<file path="src/hw/rtl/pbds_pkg.sv">
// Shared types and constants for the packet buffer drop scheduler.
`default_nettype none

package pbds_pkg;

   localparam int DEPTH_DEF     = 64;
   localparam int TIME_BITS_DEF = 32;
   localparam int FIELD_BITS    = 32;
   localparam int CFG_BITS      = 7;
   localparam int CSR_DATA_BITS = 32;
   localparam int CSR_ADDR_BITS = 3;

   localparam logic [CFG_BITS-1:0] BUFFER_SIZE_RESET = 7'd1;

   typedef enum logic [0:0] {
      CSR_BUFFER_SIZE = 1'b0
   } csr_index_type;

   typedef enum logic [1:0] {
      ST_IDLE,
      ST_LOOK,
      ST_CHECK,
      ST_EMIT
   } state_type;

endpackage : pbds_pkg

`default_nettype wire

</file>
<file path="src/hw/rtl/packet_buffer_drop_scheduler_unit.sv">
// Top level of the packet buffer drop scheduler: sequencer, state and config register.
//
//   channel | direction | handshake            | payload
//   --------+-----------+----------------------+------------------------------------
//   req     | in        | req_valid/req_stall  | req_arrival_time, req_process_time
//   rsp     | out       | rsp_valid/rsp_stall  | rsp_dropped, rsp_start_time
//   csr     | in/out    | psel/penable/pready  | paddr, pwrite, pwdata, prdata
//
// An accepted word goes from idle to look and check, back to look for each buffered
// finish time retired, then to emit; each retirement is one RAM read and one compare.
// A new word is taken only in idle; a stalled result holds the sequencer in emit.
// Reset is synchronous and clears occupancy, ring pointers, last finish and buffer_size
// to 1; the finish ring holds no reset value.
`default_nettype none

module packet_buffer_drop_scheduler_unit
   import pbds_pkg::*;
#(
   parameter int DEPTH     = DEPTH_DEF,
   parameter int TIME_BITS = TIME_BITS_DEF
) (
   input  wire logic                     clock,
   input  wire logic                     reset,
   input  wire logic                     req_valid,
   output logic                          req_stall,
   input  wire logic [FIELD_BITS-1:0]    req_arrival_time,
   input  wire logic [FIELD_BITS-1:0]    req_process_time,
   output logic                          rsp_valid,
   input  wire logic                     rsp_stall,
   output logic                          rsp_dropped,
   output logic      [FIELD_BITS-1:0]    rsp_start_time,
   input  wire logic                     psel,
   input  wire logic                     penable,
   input  wire logic                     pwrite,
   input  wire logic [CSR_ADDR_BITS-1:0] paddr,
   input  wire logic [CSR_DATA_BITS-1:0] pwdata,
   output logic      [CSR_DATA_BITS-1:0] prdata,
   output logic                          pready
);

   localparam int AW = (DEPTH > 1) ? $clog2(DEPTH) : 1;
   localparam int OW = $clog2(DEPTH + 1);
   localparam logic [AW-1:0] LAST_IDX = AW'(DEPTH - 1);

   state_type state_ff, state_in;

   logic [CFG_BITS-1:0]  bs_ff, bs_in;
   logic [OW-1:0]        occ_ff, occ_in;
   logic [AW-1:0]        head_ff, head_in;
   logic [AW-1:0]        tail_ff, tail_in;
   logic [TIME_BITS-1:0] last_ff, last_in;
   logic [TIME_BITS-1:0] arr_ff, arr_in;
   logic [TIME_BITS-1:0] proc_ff, proc_in;
   logic [TIME_BITS-1:0] start_ff, start_in;
   logic                 drop_ff, drop_in;
   logic                 rsp_valid_ff, rsp_valid_in;
   logic                 rsp_drop_ff, rsp_drop_in;
   logic [FIELD_BITS-1:0] rsp_start_ff, rsp_start_in;

   logic [TIME_BITS-1:0] arr_t, proc_t, rd_data, fin;
   logic [TIME_BITS:0]   fin_sum;
   logic [OW-1:0]        cap;
   logic                 csr_wr, req_take, slot_free, ram_wr;

   generate
      if (TIME_BITS >= FIELD_BITS) begin : g_wide
         assign arr_t  = TIME_BITS'(req_arrival_time);
         assign proc_t = TIME_BITS'(req_process_time);
      end else begin : g_narrow
         assign arr_t  = (|req_arrival_time[FIELD_BITS-1:TIME_BITS]) ?
                         '1 : req_arrival_time[TIME_BITS-1:0];
         assign proc_t = (|req_process_time[FIELD_BITS-1:TIME_BITS]) ?
                         '1 : req_process_time[TIME_BITS-1:0];
      end
   endgenerate

   assign pready = 1'b1;
   assign csr_wr = psel && penable && pwrite && pready;
   assign prdata = (paddr[2] == CSR_BUFFER_SIZE) ?
                   CSR_DATA_BITS'(bs_ff) : '0;

   always_comb begin
      if (bs_ff == '0) begin
         cap = OW'(1);
      end else if (32'(bs_ff) > DEPTH) begin
         cap = OW'(DEPTH);
      end else begin
         cap = OW'(bs_ff);
      end
   end

   assign fin_sum   = {1'b0, start_ff} + {1'b0, proc_ff};
   assign fin       = fin_sum[TIME_BITS] ? '1 : fin_sum[TIME_BITS-1:0];
   assign req_take  = req_valid && !req_stall;
   assign slot_free = !rsp_valid_ff || !rsp_stall;
   assign req_stall = (state_ff != ST_IDLE);

   pbds_ram #(
      .WIDTH     (TIME_BITS),
      .DEPTH     (DEPTH),
      .ADDR_BITS (AW)
   ) u_ring (
      .clock   (clock),
      .wr_en   (ram_wr),
      .wr_addr (tail_ff),
      .wr_data (fin),
      .rd_addr (head_ff),
      .rd_data (rd_data)
   );

   always_ff @(posedge clock) begin
      if (reset) begin
         state_ff     <= ST_IDLE;
         bs_ff        <= BUFFER_SIZE_RESET;
         occ_ff       <= '0;
         head_ff      <= '0;
         tail_ff      <= '0;
         last_ff      <= '0;
         rsp_valid_ff <= 1'b0;
      end else begin
         state_ff     <= state_in;
         bs_ff        <= bs_in;
         occ_ff       <= occ_in;
         head_ff      <= head_in;
         tail_ff      <= tail_in;
         last_ff      <= last_in;
         rsp_valid_ff <= rsp_valid_in;
      end
      arr_ff       <= arr_in;
      proc_ff      <= proc_in;
      start_ff     <= start_in;
      drop_ff      <= drop_in;
      rsp_drop_ff  <= rsp_drop_in;
      rsp_start_ff <= rsp_start_in;
   end

   always_comb begin
      state_in     = state_ff;
      bs_in        = bs_ff;
      occ_in       = occ_ff;
      head_in      = head_ff;
      tail_in      = tail_ff;
      last_in      = last_ff;
      arr_in       = arr_ff;
      proc_in      = proc_ff;
      start_in     = start_ff;
      drop_in      = drop_ff;
      rsp_drop_in  = rsp_drop_ff;
      rsp_start_in = rsp_start_ff;
      rsp_valid_in = rsp_valid_ff && rsp_stall;
      ram_wr       = 1'b0;

      if (csr_wr && (paddr[2] == CSR_BUFFER_SIZE)) begin
         bs_in = pwdata[CFG_BITS-1:0];
      end

      case (state_ff)
         ST_IDLE: begin
            if (req_take) begin
               arr_in   = arr_t;
               proc_in  = proc_t;
               state_in = ST_LOOK;
            end
         end
         ST_LOOK: begin
            state_in = ST_CHECK;
         end
         ST_CHECK: begin
            if ((occ_ff != '0) && (rd_data <= arr_ff)) begin
               head_in  = (head_ff == LAST_IDX) ? '0 : head_ff + AW'(1);
               occ_in   = occ_ff - OW'(1);
               state_in = ST_LOOK;
            end else begin
               drop_in  = (occ_ff >= cap);
               start_in = (arr_ff > last_ff) ? arr_ff : last_ff;
               state_in = ST_EMIT;
            end
         end
         ST_EMIT: begin
            if (slot_free) begin
               rsp_valid_in = 1'b1;
               rsp_drop_in  = drop_ff;
               rsp_start_in = drop_ff ? '0 : FIELD_BITS'(start_ff);
               if (!drop_ff) begin
                  ram_wr  = 1'b1;
                  tail_in = (tail_ff == LAST_IDX) ? '0 : tail_ff + AW'(1);
                  occ_in  = occ_ff + OW'(1);
                  last_in = fin;
               end
               state_in = ST_IDLE;
            end
         end
         default: begin
            state_in = ST_IDLE;
         end
      endcase
   end

   assign rsp_valid      = rsp_valid_ff;
   assign rsp_dropped    = rsp_drop_ff;
   assign rsp_start_time = rsp_start_ff;

   a_occ_bound: assert property (@(posedge clock) disable iff (reset)
      32'(occ_ff) <= DEPTH)
      else $error("occupancy above ring depth");

   a_drop_zero: assert property (@(posedge clock) disable iff (reset)
      (rsp_valid && rsp_dropped) |-> (rsp_start_time == '0))
      else $error("dropped word carries a start time");

   a_push_room: assert property (@(posedge clock) disable iff (reset)
      ram_wr |-> (occ_ff < cap))
      else $error("push into a full buffer");

   a_pop_nonempty: assert property (@(posedge clock) disable iff (reset)
      (state_ff == ST_CHECK && state_in == ST_LOOK) |-> (occ_ff != '0))
      else $error("retire from an empty buffer");

endmodule : packet_buffer_drop_scheduler_unit

`default_nettype wire

</file>
<file path="src/hw/rtl/pbds_ram.sv">
// Generic single-port-write, registered-read RAM.
`default_nettype none

module pbds_ram #(
   parameter int WIDTH     = 32,
   parameter int DEPTH     = 64,
   parameter int ADDR_BITS = (DEPTH > 1) ? $clog2(DEPTH) : 1
) (
   input  wire logic                 clock,
   input  wire logic                 wr_en,
   input  wire logic [ADDR_BITS-1:0] wr_addr,
   input  wire logic [WIDTH-1:0]     wr_data,
   input  wire logic [ADDR_BITS-1:0] rd_addr,
   output logic      [WIDTH-1:0]     rd_data
);

   logic [WIDTH-1:0] mem_ff [DEPTH];

   always_ff @(posedge clock) begin
      if (wr_en) begin
         mem_ff[wr_addr] <= wr_data;
      end
      rd_data <= mem_ff[rd_addr];
   end

endmodule : pbds_ram

`default_nettype wire

</file>
<file path="config.mk">
export PLATFORM = sky130hd
export DESIGN_NAME = packet_buffer_drop_scheduler_unit
export DESIGN_NICKNAME = d
export VERILOG_FILES = /design/src/hw/rtl/pbds_pkg.sv /design/src/hw/rtl/packet_buffer_drop_scheduler_unit.sv /design/src/hw/rtl/pbds_ram.sv
export SDC_FILE = /design/constraint.sdc
export NUM_CORES = 2
export LEC_CHECK = 0
export BUFFER_PORTS_ARGS = -buffer_cell sky130_fd_sc_hd__buf_2
export CAP_MARGIN = 20
export CORE_ASPECT_RATIO = 0.75
export CORE_MARGIN = 5
export CORE_UTILIZATION = 40
export DETAILED_ROUTE_END_ITERATION = 6
export PLACE_DENSITY = 0.51
export SETUP_SLACK_MARGIN = 0.1
export SLEW_MARGIN = 20
export SYNTH_ARGS = -nofsm -noshare
export SYNTH_HDL_FRONTEND = slang
export SYNTH_SLANG_ARGS = --single-unit
</file>
<file path="constraint.sdc">
create_clock -name clock -period 8.4 [get_ports clock]
set_input_delay 2.1 -clock clock [delete_from_list [all_inputs] [get_ports clock]]
set_output_delay 2.1 -clock clock [all_outputs]
set_load 0.1 [all_outputs]
</file>
==> flow_summary.json <==
{
  "dp_hpwl_mm": 133,
  "preCtsSetupSlack_ns": 2.40,
  "synth_compound_area_frac": 0.0159,
  "grt_use_met2": 0.273,
  "ys_dominant_reg_cell": "edfxtp_1",
  "r2r_cells": 8,
  "cts_tree": "done",
  "rsz0062_at_grt": "no",
  "final.min_clock_period_ns": 5.13,
  "viasPerCell": 5.53,
  "setup-tns-final_ns": 0,
  "h-tree-depth": 4,
  "synth_top_cell_by_area": "edfxtp_1",
  "drc": 0,
  "grt_pass1_wl_mm": 316,
  "synth_top_area_share": 0.734,
  "synthCells": 4011,
  "cts_resized": 0,
  "yosysWarningCount": 0,
  "met3_usage": 0.0556,
  "cts.sinks": 2271,
  "switching_power_mw": 5.73,
  "hold_viol_final": 0,
  "synth_edf_count": 2178,
  "synth_fa_ha_area_frac": 0.0159,
  "final_cell_area_sq_um": 101000,
  "dieWidth_microns": 555,
  "switching_share": 0.232,
  "required_ns": 8.91,
  "seq_area_frac_synth": 0.755,
  "layout-drive-gt1-share": 0.300,
  "p_clk_frac": 0.381,
  "clk_latency_ns": 0.86,
  "wire_per_inst_microns": 29.9,
  "ant_nets": 0,
  "initialDrtViolationCount": 3994,
  "path_max_fanout": 36,
  "grt_pass1_vias": 41400,
  "setup_viol": 0,
  "coreArea_sq_um": 222000,
  "worstHoldPathCells": 2,
  "num_vias": 41200,
  "dieArea_sq_um": 232000,
  "hold_ws_ns": 0.501,
  "ios": 174,
  "synth_xor_area_frac": 0.00383,
  "syn_to_final_growth_pct": 13.5,
  "synth-seq-cells": 2271,
  "yosysMostFrequentCell": "edfxtp_1",
  "routed_wl_mm": 223,
  "final_util": 0.455,
  "max_clock_freq_ghz": 0.195,
  "busiest_layer": "met1",
  "synth_commonest_cells": "edfxtp_1 (2,178), mux4_2 (672), clkbuf_1 (125)",
  "end_kind": "flop",
  "clock_skew_ns": 0.0618,
  "nets": 4510,
  "power_density_nw_per_um2": 244,
  "ys_top_cells_by_area": "edfxtp_1 (73%), mux4_2 (17%), dfxtp_1 (2.1%)",
  "dr.pass1.iters": 5,
  "slew_headroom": 0.218,
  "place_area_sq_um": 94300,
  "comb_power_share": 0.079,
  "crit_arrival_ns": 5.63,
  "mappedNetlistArea_sq_um": 89100,
  "critPathKind": "in -> reg",
  "rows": 150,
  "die_y_microns": 419,
  "cts_root_buf": "clkbuf_16",
  "start_util": 0.401,
  "clock_path_buffers": 4,
  "p_int_mw": 18.9,
  "synth_simple_gate_area_frac": 0.0202,
  "p_leak_nw": 30.7,
  "worstMarginPinSlew_ns": 1.17,
  "fin_crit_sh": 0.610,
  "seq_power_share": 0.540,
  "start_kind": "input port",
  "antenna_found_initial": 19,
  "synth-async-reset-ratio": 0,
  "clkTransAtPathRegs_ns": 0.06,
  "cts_inserted_buffers": 220,
  "gr-total-overflow": 0,
  "post_cts_buffers": 0,
  "drv_cap": 0,
  "port_buffers": 120,
  "gp_congestion": 0.825,
  "grt_use_met1": 0.289,
  "synth_area_per_cell_sq_um": 22.2,
  "min_path_type": "reg -> reg",
  "synth.area.mux_share": 0.175,
  "fin_ws_ns": 3.27,
  "synth_cell_types": 65,
  "ir_worst_vdd_mv": 0.169,
  "grt_max_degree": 124,
  "maxSlewViolCount": 0,
  "gr-usage-all-layers": 0.190,
  "status": "finished, final reports clean",
  "cts_hold_buf": 0,
  "synth_top_family_by_area": "multiplexers"
}
## worst max-delay path, stage by stage
cell      delay (ns)
buf_2           0.12
a21oi_4         0.10
buf_4           0.46
nand2b_2        0.23
nor2_1          0.29
nand2_1         0.74
nor2_4          1.15
buf_4           0.42
## cell usage in the layout, fill, tap and decap left out, types with 54 or more instances in the layout
cell type / synthesis / final
inv_1: 73 / 73
ha_1: 110 / 110
nor2_4: 0 / 65
edfxtp_1: 2178 / 2178
buf_4: 27 / 119
clkinv_1: 0 / 60
buf_2: 42 / 120
nand2_1: 63 / 55
nor2_1: 119 / 54
mux4_2: 672 / 672
clkbuf_16: 0 / 222
a21oi_1: 59 / 58
dfxtp_1: 93 / 87
## power groups by stage
stage	sequential (mW)	combinational (mW)	clock, mW
final	13.3	1.96	9.39
after global routing	13.3	2.14	10.1
after CTS	13.3	1.99	9.64
after detailed placement	13.6	1.99	0
after global placement	13.6	1.93	0
after floorplan	13.6	1.09	0
## area by class of cell
cell class                 count  area (sq um)
sequential                  2271         67300
inverter                      73           274
tap                         2964          3710
fill                       18600        121000
clock inverter               123           853
multi-input combinational   1473         21300
timing repair buffer         253          1800
clock buffer                 275          5840
antenna                       30          75.1
## cells by family (layout without fill, tap and decap cells)
group,Yosys count,count (layout)
xor+xnor,39,39
simple gates,366,366
other cells,2,56
buf+inv,291,724
flops,2271,2271
compound gates,212,212
fa+ha+maj,112,112
mux,718,718
## through the flow
stage | power (mW) | instances
floorplan | 14.7 | 4035
global placement | 15.5 | 7029
detailed placement | 15.6 | 7032
CTS | 24.9 | 7430
global route | 25.6 | 7452
finish | 24.7 | 7462
## registers in the layout, summed over array words and instances (netlist names)
name            cells
rsp_valid           1
bs_ff               7
start_ff           32
head_ff             6
occ_ff              7
u_ring.rd_data     32
u_ring.mem_ff    2048
proc_ff            32
last_ff            32
tail_ff             6
rsp_start_time     32
drop_ff             1
arr_ff             32
state_ff            2
rsp_dropped         1
## metal layers
layer	vias up	routed length [microns]
met5	-	30
met4	4	4270
met3	290	18700
met2	1276	96800
met1	22200	103000
li1	17500	-
## worst paths after layout
kind | start | end | slack, ns
worst max-delay path | rsp_stall | u_ring.mem_ff[10][23] | 3.27
worst min-delay path | last_ff[8] | last_ff[8] | 0.50
worst max register to register | state_ff[0] | u_ring.mem_ff[10][23] | 3.84
worst min register to register | last_ff[8] | last_ff[8] | 0.50
Note: power is estimated with default switching activity, not from simulation.
